## config.mk

```make
export PLATFORM = sky130hd
export DESIGN_NAME = migration_candidate_selector
export DESIGN_NICKNAME = d
export VERILOG_FILES = /design/src/rtl/mcs_pkg.sv /design/src/rtl/mcs_cfg_regs.sv /design/src/rtl/migration_candidate_selector.sv
export SDC_FILE = /design/constraint.sdc
export NUM_CORES = 1
export LEC_CHECK = 0
export ABC_AREA = 1
export BUFFER_PORTS_ARGS = -buffer_cell sky130_fd_sc_hd__buf_2
export CELL_PAD_IN_SITES_DETAIL_PLACEMENT = 1
export CELL_PAD_IN_SITES_GLOBAL_PLACEMENT = 1
export CORE_MARGIN = 5
export CORE_UTILIZATION = 47
export CTS_CLUSTER_SIZE = 10
export DETAILED_ROUTE_END_ITERATION = 8
export HOLD_SLACK_MARGIN = 0.12
export PLACE_DENSITY = 0.9
export RECOVER_POWER = 25
export SYNTH_ARGS = -nofsm -noshare
export SYNTH_HDL_FRONTEND = slang
export SYNTH_SLANG_ARGS = --single-unit
```

## constraint.sdc

```tcl
create_clock -name i_clk -period 8 [get_ports i_clk]
set_input_delay 0.4 -clock i_clk [delete_from_list [all_inputs] [get_ports i_clk]]
set_output_delay 0.4 -clock i_clk [all_outputs]
set_load 0.01 [all_outputs]
```

## src/rtl/mcs_pkg.sv

```systemverilog
// ----------------------------------------------------------------------------
// mcs_pkg
// Types and constants shared by the migration candidate selector files.
// ----------------------------------------------------------------------------
package mcs_pkg;

    localparam int UTIL_W     = 17;   // Q1.16 utilization
    localparam int FRAC_W     = 16;   // fraction bits of the gap share
    localparam int ID_W       = 8;
    localparam int FLIGHT_W   = 8;
    localparam int GAP_FRAC_W = 16;   // min_gap_fraction is Q0.16
    localparam int PADDR_W    = 4;
    localparam int PDATA_W    = 32;

    // item kinds
    localparam logic [1:0] KIND_START = 2'd0;
    localparam logic [1:0] KIND_CAND  = 2'd1;
    localparam logic [1:0] KIND_END   = 2'd2;

    // result status codes
    localparam logic [1:0] STATUS_CHOSEN = 2'd0;
    localparam logic [1:0] STATUS_NONE   = 2'd1;
    localparam logic [1:0] STATUS_LIMIT  = 2'd2;

    // register indexes (byte address = 4 * index)
    localparam logic [1:0] REG_MIN_GAP   = 2'd0;
    localparam logic [1:0] REG_MAX_FLT   = 2'd1;
    localparam logic [1:0] REG_FIT_MODE  = 2'd2;

    // fit modes
    localparam logic FIT_BEST      = 1'b0;
    localparam logic FIT_NEXT_BEST = 1'b1;

    localparam logic [GAP_FRAC_W-1:0] MIN_GAP_RST  = 16'd6554;
    localparam logic [FLIGHT_W-1:0]   MAX_FLT_RST  = 8'd1;
    localparam logic                  FIT_MODE_RST = FIT_NEXT_BEST;

    typedef struct packed {
        logic [1:0]          kind;
        logic [UTIL_W-1:0]   node_util;
        logic [UTIL_W-1:0]   partner_util;
        logic [FLIGHT_W-1:0] in_flight;
        logic [ID_W-1:0]     object_id;
        logic [UTIL_W-1:0]   object_util;
        logic                is_stdout;
        logic                incomplete;
    } t_in_item;

    typedef struct packed {
        logic [1:0]      status;
        logic [ID_W-1:0] chosen_id;
    } t_out_item;

    typedef struct packed {
        logic [GAP_FRAC_W-1:0] min_gap_fraction;
        logic [FLIGHT_W-1:0]   max_in_flight;
        logic                  fit_mode;
    } t_cfg;

    typedef struct packed {
        logic              valid;
        logic [ID_W-1:0]   id;
        logic [UTIL_W-1:0] util;
    } t_entry;

endpackage

```

## src/rtl/mcs_cfg_regs.sv

```systemverilog
// ----------------------------------------------------------------------------
// mcs_cfg_regs
// APB register file: min_gap_fraction, max_in_flight and fit_mode.
// ----------------------------------------------------------------------------
module mcs_cfg_regs (
    input  logic                         i_clk,
    input  logic                         i_rst_n,
    input  logic                         psel,
    input  logic                         penable,
    input  logic                         pwrite,
    input  logic [mcs_pkg::PADDR_W-1:0]  paddr,
    input  logic [mcs_pkg::PDATA_W-1:0]  pwdata,
    output logic [mcs_pkg::PDATA_W-1:0]  prdata,
    output logic                         pready,
    output mcs_pkg::t_cfg                o_cfg
);

    mcs_pkg::t_cfg r_cfg;
    logic          wr_en;

    assign pready = 1'b1;
    assign wr_en  = psel && penable && pwrite;

    always_ff @(posedge i_clk) begin
        if (!i_rst_n) begin
            r_cfg.min_gap_fraction <= mcs_pkg::MIN_GAP_RST;
            r_cfg.max_in_flight    <= mcs_pkg::MAX_FLT_RST;
            r_cfg.fit_mode         <= mcs_pkg::FIT_MODE_RST;
        end else if (wr_en) begin
            case (paddr[3:2])
                mcs_pkg::REG_MIN_GAP:  begin
                    r_cfg.min_gap_fraction <= pwdata[mcs_pkg::GAP_FRAC_W-1:0];
                end
                mcs_pkg::REG_MAX_FLT:  begin
                    r_cfg.max_in_flight <= pwdata[mcs_pkg::FLIGHT_W-1:0];
                end
                mcs_pkg::REG_FIT_MODE: begin
                    r_cfg.fit_mode <= pwdata[0];
                end
                default: begin
                end
            endcase
        end
    end

    always_comb begin
        prdata = '0;
        case (paddr[3:2])
            mcs_pkg::REG_MIN_GAP:  prdata = 32'(r_cfg.min_gap_fraction);
            mcs_pkg::REG_MAX_FLT:  prdata = 32'(r_cfg.max_in_flight);
            mcs_pkg::REG_FIT_MODE: prdata = 32'(r_cfg.fit_mode);
            default:               prdata = '0;
        endcase
    end

    assign o_cfg = r_cfg;

endmodule

```

## src/rtl/migration_candidate_selector.sv

```systemverilog
// ----------------------------------------------------------------------------
// migration_candidate_selector
// Scans candidate objects of a round and picks the one to migrate.
// ----------------------------------------------------------------------------
// Throughput: one item per cycle; each item updates the round state while it
// sits in the input register.
// Result: o_out_valid rises as the end-of-round item leaves the input register and
// its result is registered, unless an earlier result waits in the output register.
// Only an end item waits in the input register for that output register.
// Reset: synchronous, active low; clears round state, no pick, registers
// return to their reset values.
module migration_candidate_selector (
    input  logic                         i_clk,
    input  logic                         i_rst_n,
    input  logic                         i_in_valid,
    output logic                         o_in_ready,
    input  mcs_pkg::t_in_item            i_in_item,
    output logic                         o_out_valid,
    input  logic                         i_out_ready,
    output mcs_pkg::t_out_item           o_out_item,
    input  logic                         psel,
    input  logic                         penable,
    input  logic                         pwrite,
    input  logic [mcs_pkg::PADDR_W-1:0]  paddr,
    input  logic [mcs_pkg::PDATA_W-1:0]  pwdata,
    output logic [mcs_pkg::PDATA_W-1:0]  prdata,
    output logic                         pready
);

    localparam int UW = mcs_pkg::UTIL_W;
    localparam int PW = mcs_pkg::GAP_FRAC_W + UW;   // threshold product width
    localparam logic [PW:0] ROUND_UP = (PW+1)'((1 << mcs_pkg::GAP_FRAC_W) - 1);

    mcs_pkg::t_cfg      cfg;

    logic               r_s1_valid;
    mcs_pkg::t_in_item  r_s1_item;
    logic               r_out_valid;
    mcs_pkg::t_out_item r_out;

    // round state
    logic [UW-1:0]      r_gap;
    logic [UW-1:0]      r_own_util;
    logic               r_limit_hit;
    logic [UW-1:0]      r_thr;
    logic [UW-1:0]      r_best_gap;
    mcs_pkg::t_entry    r_pick;
    mcs_pkg::t_entry    r_top;
    mcs_pkg::t_entry    r_second;

    logic               s1_is_end;
    logic               s1_go;

    logic [UW-1:0]      start_gap;
    logic [PW-1:0]      thr_prod;
    logic [PW:0]        thr_sum;

    logic               cand_ok;
    logic [UW:0]        two_u;
    logic [UW:0]        gap_ext;
    logic [UW:0]        pred;
    logic               closer;
    logic               above_top;
    logic               above_second;

    mcs_pkg::t_entry    res;
    mcs_pkg::t_out_item n_out;

    mcs_cfg_regs u_cfg (
        .i_clk   (i_clk),
        .i_rst_n (i_rst_n),
        .psel    (psel),
        .penable (penable),
        .pwrite  (pwrite),
        .paddr   (paddr),
        .pwdata  (pwdata),
        .prdata  (prdata),
        .pready  (pready),
        .o_cfg   (cfg)
    );

    // handshake
    assign s1_is_end  = (r_s1_item.kind == mcs_pkg::KIND_END);
    assign s1_go      = r_s1_valid && (!s1_is_end || !r_out_valid || i_out_ready);
    assign o_in_ready = !r_s1_valid || s1_go;

    // round start: gap and ceil(min_gap_fraction * gap / 2^16)
    always_comb begin
        if (r_s1_item.node_util > r_s1_item.partner_util) begin
            start_gap = r_s1_item.node_util - r_s1_item.partner_util;
        end else begin
            start_gap = '0;
        end
        thr_prod = PW'(cfg.min_gap_fraction) * PW'(start_gap);
        thr_sum  = (PW+1)'(thr_prod) + ROUND_UP;
    end

    // candidate: distance |gap - 2u| and ranking
    always_comb begin
        cand_ok = !r_s1_item.is_stdout && !r_s1_item.incomplete
                  && (r_s1_item.object_util >= r_thr);
        two_u   = {r_s1_item.object_util, 1'b0};
        gap_ext = {1'b0, r_gap};
        if (gap_ext >= two_u) begin
            pred = gap_ext - two_u;
        end else begin
            pred = two_u - gap_ext;
        end
        closer       = pred < {1'b0, r_best_gap};
        above_top    = !r_top.valid || (r_s1_item.object_util > r_top.util);
        above_second = !r_second.valid || (r_s1_item.object_util > r_second.util);
    end

    // end of round result
    always_comb begin
        res = r_pick;
        if (cfg.fit_mode == mcs_pkg::FIT_BEST) begin
            if (r_pick.valid && (r_pick.util >= r_own_util)) begin
                res.valid = 1'b0;
            end
        end else if (r_pick.valid && r_top.valid && (r_pick.id == r_top.id)
                     && (r_pick.util == r_top.util)) begin
            res = r_second;
        end
        if (r_limit_hit) begin
            n_out.status    = mcs_pkg::STATUS_LIMIT;
            n_out.chosen_id = '0;
        end else if (res.valid) begin
            n_out.status    = mcs_pkg::STATUS_CHOSEN;
            n_out.chosen_id = res.id;
        end else begin
            n_out.status    = mcs_pkg::STATUS_NONE;
            n_out.chosen_id = '0;
        end
    end

    always_ff @(posedge i_clk) begin
        if (!i_rst_n) begin
            r_s1_valid <= 1'b0;
        end else if (o_in_ready) begin
            r_s1_valid <= i_in_valid;
        end
    end

    always_ff @(posedge i_clk) begin
        if (o_in_ready && i_in_valid) begin
            r_s1_item <= i_in_item;
        end
    end

    always_ff @(posedge i_clk) begin
        if (!i_rst_n) begin
            r_out_valid <= 1'b0;
        end else if (s1_go && s1_is_end) begin
            r_out_valid <= 1'b1;
        end else if (i_out_ready) begin
            r_out_valid <= 1'b0;
        end
    end

    always_ff @(posedge i_clk) begin
        if (s1_go && s1_is_end) begin
            r_out <= n_out;
        end
    end

    always_ff @(posedge i_clk) begin
        if (!i_rst_n) begin
            r_gap       <= '0;
            r_own_util  <= '0;
            r_limit_hit <= 1'b0;
            r_thr       <= '0;
            r_best_gap  <= '0;
            r_pick      <= '0;
            r_top       <= '0;
            r_second    <= '0;
        end else if (s1_go) begin
            case (r_s1_item.kind)
                mcs_pkg::KIND_START: begin
                    r_gap       <= start_gap;
                    r_own_util  <= r_s1_item.node_util;
                    r_limit_hit <= r_s1_item.in_flight >= cfg.max_in_flight;
                    r_thr       <= thr_sum[PW-1:mcs_pkg::GAP_FRAC_W];
                    r_best_gap  <= start_gap;
                    r_pick      <= '0;
                    r_top       <= '0;
                    r_second    <= '0;
                end
                mcs_pkg::KIND_CAND: begin
                    if (cand_ok) begin
                        if (above_top) begin
                            r_second   <= r_top;
                            r_top      <= {1'b1, r_s1_item.object_id,
                                           r_s1_item.object_util};
                        end else if (above_second) begin
                            r_second   <= {1'b1, r_s1_item.object_id,
                                           r_s1_item.object_util};
                        end
                        if (closer) begin
                            r_best_gap <= pred[UW-1:0];
                            r_pick     <= {1'b1, r_s1_item.object_id,
                                           r_s1_item.object_util};
                        end
                    end
                end
                default: begin
                end
            endcase
        end
    end

    assign o_out_valid = r_out_valid;
    assign o_out_item  = r_out;

    // a result only ever appears after an end item left the input register
    a_out_from_end: assert property (@(posedge i_clk) disable iff (!i_rst_n)
        $rose(r_out_valid) |-> $past(r_s1_valid && s1_is_end))
        else $error("result without end of round item");

    a_id_zero: assert property (@(posedge i_clk) disable iff (!i_rst_n)
        (r_out_valid && (r_out.status != mcs_pkg::STATUS_CHOSEN))
        |-> (r_out.chosen_id == '0))
        else $error("nonzero id without a pick");

    a_rank_order: assert property (@(posedge i_clk) disable iff (!i_rst_n)
        r_second.valid |-> (r_top.valid && (r_second.util <= r_top.util)))
        else $error("second entry ranks above top entry");

    a_best_bound: assert property (@(posedge i_clk) disable iff (!i_rst_n)
        r_best_gap <= r_gap)
        else $error("best distance above round gap");

endmodule
```

==> metrics.txt <==
run status complete, but fails checks; failing checks max-capacitance violations, max-slew violations, negative setup slack; initial antenna violation count 7; Slew @ Worst Pin 3.95 ns; CTS sink cnt 255; Synth cell types 53; Clk Latency, worst-skew pair 0.61 ns; Worst Hold Class input port to flop; peak supply drop 0.000373 V; routed vias/inst 6.12; Pleak 12.9 nW; Hold WS 0.202 ns; Slowest cell on crit path fa_1; Max Cap Viol 2; Placed Cells incl. Taps 3,806; Main synth FF type dfxtp_1; setup_tns -0.831 ns; Antenna Nets Post-Route 0; EDFF count, synth 81; Tot Pwr 8.74 mW; WL/cell 26.5 um; Root Buffer clkbuf_16; Tmin final 8.17 ns; CP Capture Type flop; DR pass1 iterations 8; Boundary Pins 159; final count of pins violating max slew 126; WP buf/inv 5; Die Wd 236 um; CP Data Required Time 8.54 ns; filler instances 6,212; cell mode on critical path fa_1; CP max FO 10; clk_skew 0.0298 ns; #FFs+latches synth 255; nature of the critical path startpoint flop; Num CTS Buffers 31; synthesis-to-layout area growth 13.4%; DR iter-0 viols 2,671; height of the die 236 um; vias in the first global route 26,200; Synth Instances 3,073; largest net degree at the start of global routing 79; Tot GR Track Use 33.8%; vias after detailed routing 24,300; row cnt 82; mapped cell area 0.0239 sq mm; CTS clk-pin slew, worst paths 0.07 ns; cell family with most CP delay adder cells; Initial Util 47.6%; HPWL after DPL 68,700 um; Syn. warnings 0; clock buffer depth 3; WS Path Type flop to flop; share of cells above drive strength 1 7.33%; total gr overflow 0; CP peak stage delay 0.61 ns; Slew headroom -163%; first-pass GRT wire length 148,000 um; Period Utilization, post-route 102%; post-layout util 54.0%; core area 0.0503 sq mm; GPL Wtd Cong 0.977; number of port buffers 123; pwr dens 322 mW/mm^2; fin cells 3,965; die area 0.0555 sq mm; Final WS setup -0.168 ns; CTS tree yes; Peak Freq 122 MHz; register area share after synthesis 24.7%; final setup fails 7; H-tree depth 1; DR DRC count 0; total wire length 105,000 um; Mapped Avg Cell Area 7.78 sq um; Hold Vio Cnt, Final 0; fin nets 3,842; async set-reset flop share out of synthesis 0%; Worst Path Arrival 8.70 ns
cells in the mapped netlist, types with 4 or more instances:
master	number	share of area, %
nor4_1	6	0.16
nand3_1	69	1.4
ha_1	238	12
a211oi_1	8	0.25
buf_2	9	0.19
mux2i_1	5	0.21
or2_2	6	0.16
nand2_1	512	8.0
a21oi_1	212	4.4
nand4_1	28	0.73
nand2_2	4	0.10
xnor2_1	14	0.51
inv_2	8	0.13
buf_4	25	0.78
a221oi_1	6	0.22
dfxtp_1	174	15
o22ai_1	34	0.89
nor3_1	26	0.54
a31oi_1	9	0.24
o21a_1	6	0.19
edfxtp_1	81	10
a21boi_0	6	0.19
o21bai_1	13	0.41
o21ai_1	38	0.80
o21ai_0	196	4.1
a21o_1	9	0.28
o211ai_1	14	0.44
inv_1	577	9.1
nor2_1	350	5.5
clkbuf_1	80	1.3
xor2_1	37	1.4
clkinv_1	12	0.19
fa_1	224	19
worst paths after layout:
check | start | endpoint | slack [ns] | cells after the start
max | r_s1_item[55] | r_thr[13] | -0.17 | 31
min reg2reg | r_best_gap[1] | r_best_gap[1] | 0.50 | 2
max reg2reg | r_s1_item[55] | r_thr[13] | -0.17 | 31
min | pwdata[6] | u_cfg.o_cfg[15] | 0.20 | 3
layout by cell type, fill, tap and decap left out, types with 8 or more instances in the layout:
cell type,n
a31oi_1,9
xor2_1,37
nand4_1,28
clkinvlp_4,8
edfxtp_1,81
buf_4,54
ha_1,237
nor3_1,25
o211ai_1,14
a21oi_1,211
o21ai_1,40
a21o_1,9
nor2_1,348
xnor2_1,14
inv_1,570
clkbuf_1,45
nand2_1,512
inv_2,11
clkinv_1,9
conb_1,17
fa_1,223
o21bai_1,13
buf_2,95
a211oi_1,8
o21ai_0,193
nand3_1,65
dlygate4sd3_1,84
dfxtp_1,174
o22ai_1,34
clkbuf_16,31
area by class of cell:
class	count	area [sq um]	area share (%)
diodes	4	10.0	0.0369
clock buffers	52	885	3.26
clock inverters	4	26.3	0.0969
inverters	597	2270	8.36
multi-input cells	2116	15300	56.4
flip-flops and latches	255	5920	21.8
well taps	672	841	3.10
repair buffers	265	1880	6.91
flip-flops by register name, indices dropped and copies added, names as in the netlist, 25 cells and up:
signal	count
r_s1_item	71
r_pick	26
r_second	26
r_top	26
u_cfg.o_cfg	25
metrics by stage:
step                setup slack [ns]  area (sq um)
global placement               0.545         25200
detailed placement             0.321         25200
global route                  -0.319         27100
CTS                            0.253         26900
finish                        -0.168         27100
floorplan                       1.37         24000
power by group:
part / switching (mW) / internal (mW) / leakage [nW]
combinational: 3.86 / 2.04 / 10.3
sequential: 0.0623 / 1.39 / 2.20
clock: 0.641 / 0.745 / 0.437
total: 4.56 / 4.18 / 12.9
routing by layer:
metal / share of wire, % / global-route usage [%] / up-vias
met4: 8.6 / 20.5 / 4
met2: 47 / 58.3 / 1699
met1: 35 / 39.0 / 11800
li1: - / - / 10100
met3: 10 / 6.50 / 693
met5: 0.024 / 0 / -
cell families (layout without fill, tap and decap cells):
logic type                 Yosys count  after routing  share of synthesized area (%)
adders and majority gates          462            462                           31.2
other                                2             21                         0.0314
buffers and inverters              717            918                           11.8
xor gates and xnor gates            51             51                           1.87
AOI/OAI and AO/OA                  562            562                           12.8
and+or+nand+nor                   1018           1018                           17.3
DFF                                255            255                           24.7
muxes                                6              6                          0.256
worst register-to-register path, delay by kind of cell, from the launching register on:
family | cells | cell delay [ns]
compound gates | 5 | 0.84
fa+ha+maj | 8 | 3.98
buf+inv | 5 | 0.75
flops | 1 | 0.43
simple gates | 13 | 2.10
repair_timing:
item                                   CTS  global route
hold buffers                            84             0
gates resized for setup                  0            27
buffers inserted                         0            15
setup endpoints to repair                0            13
endpoints found under the hold margin   85             0
Note: power is estimated with default switching activity, not from simulation.
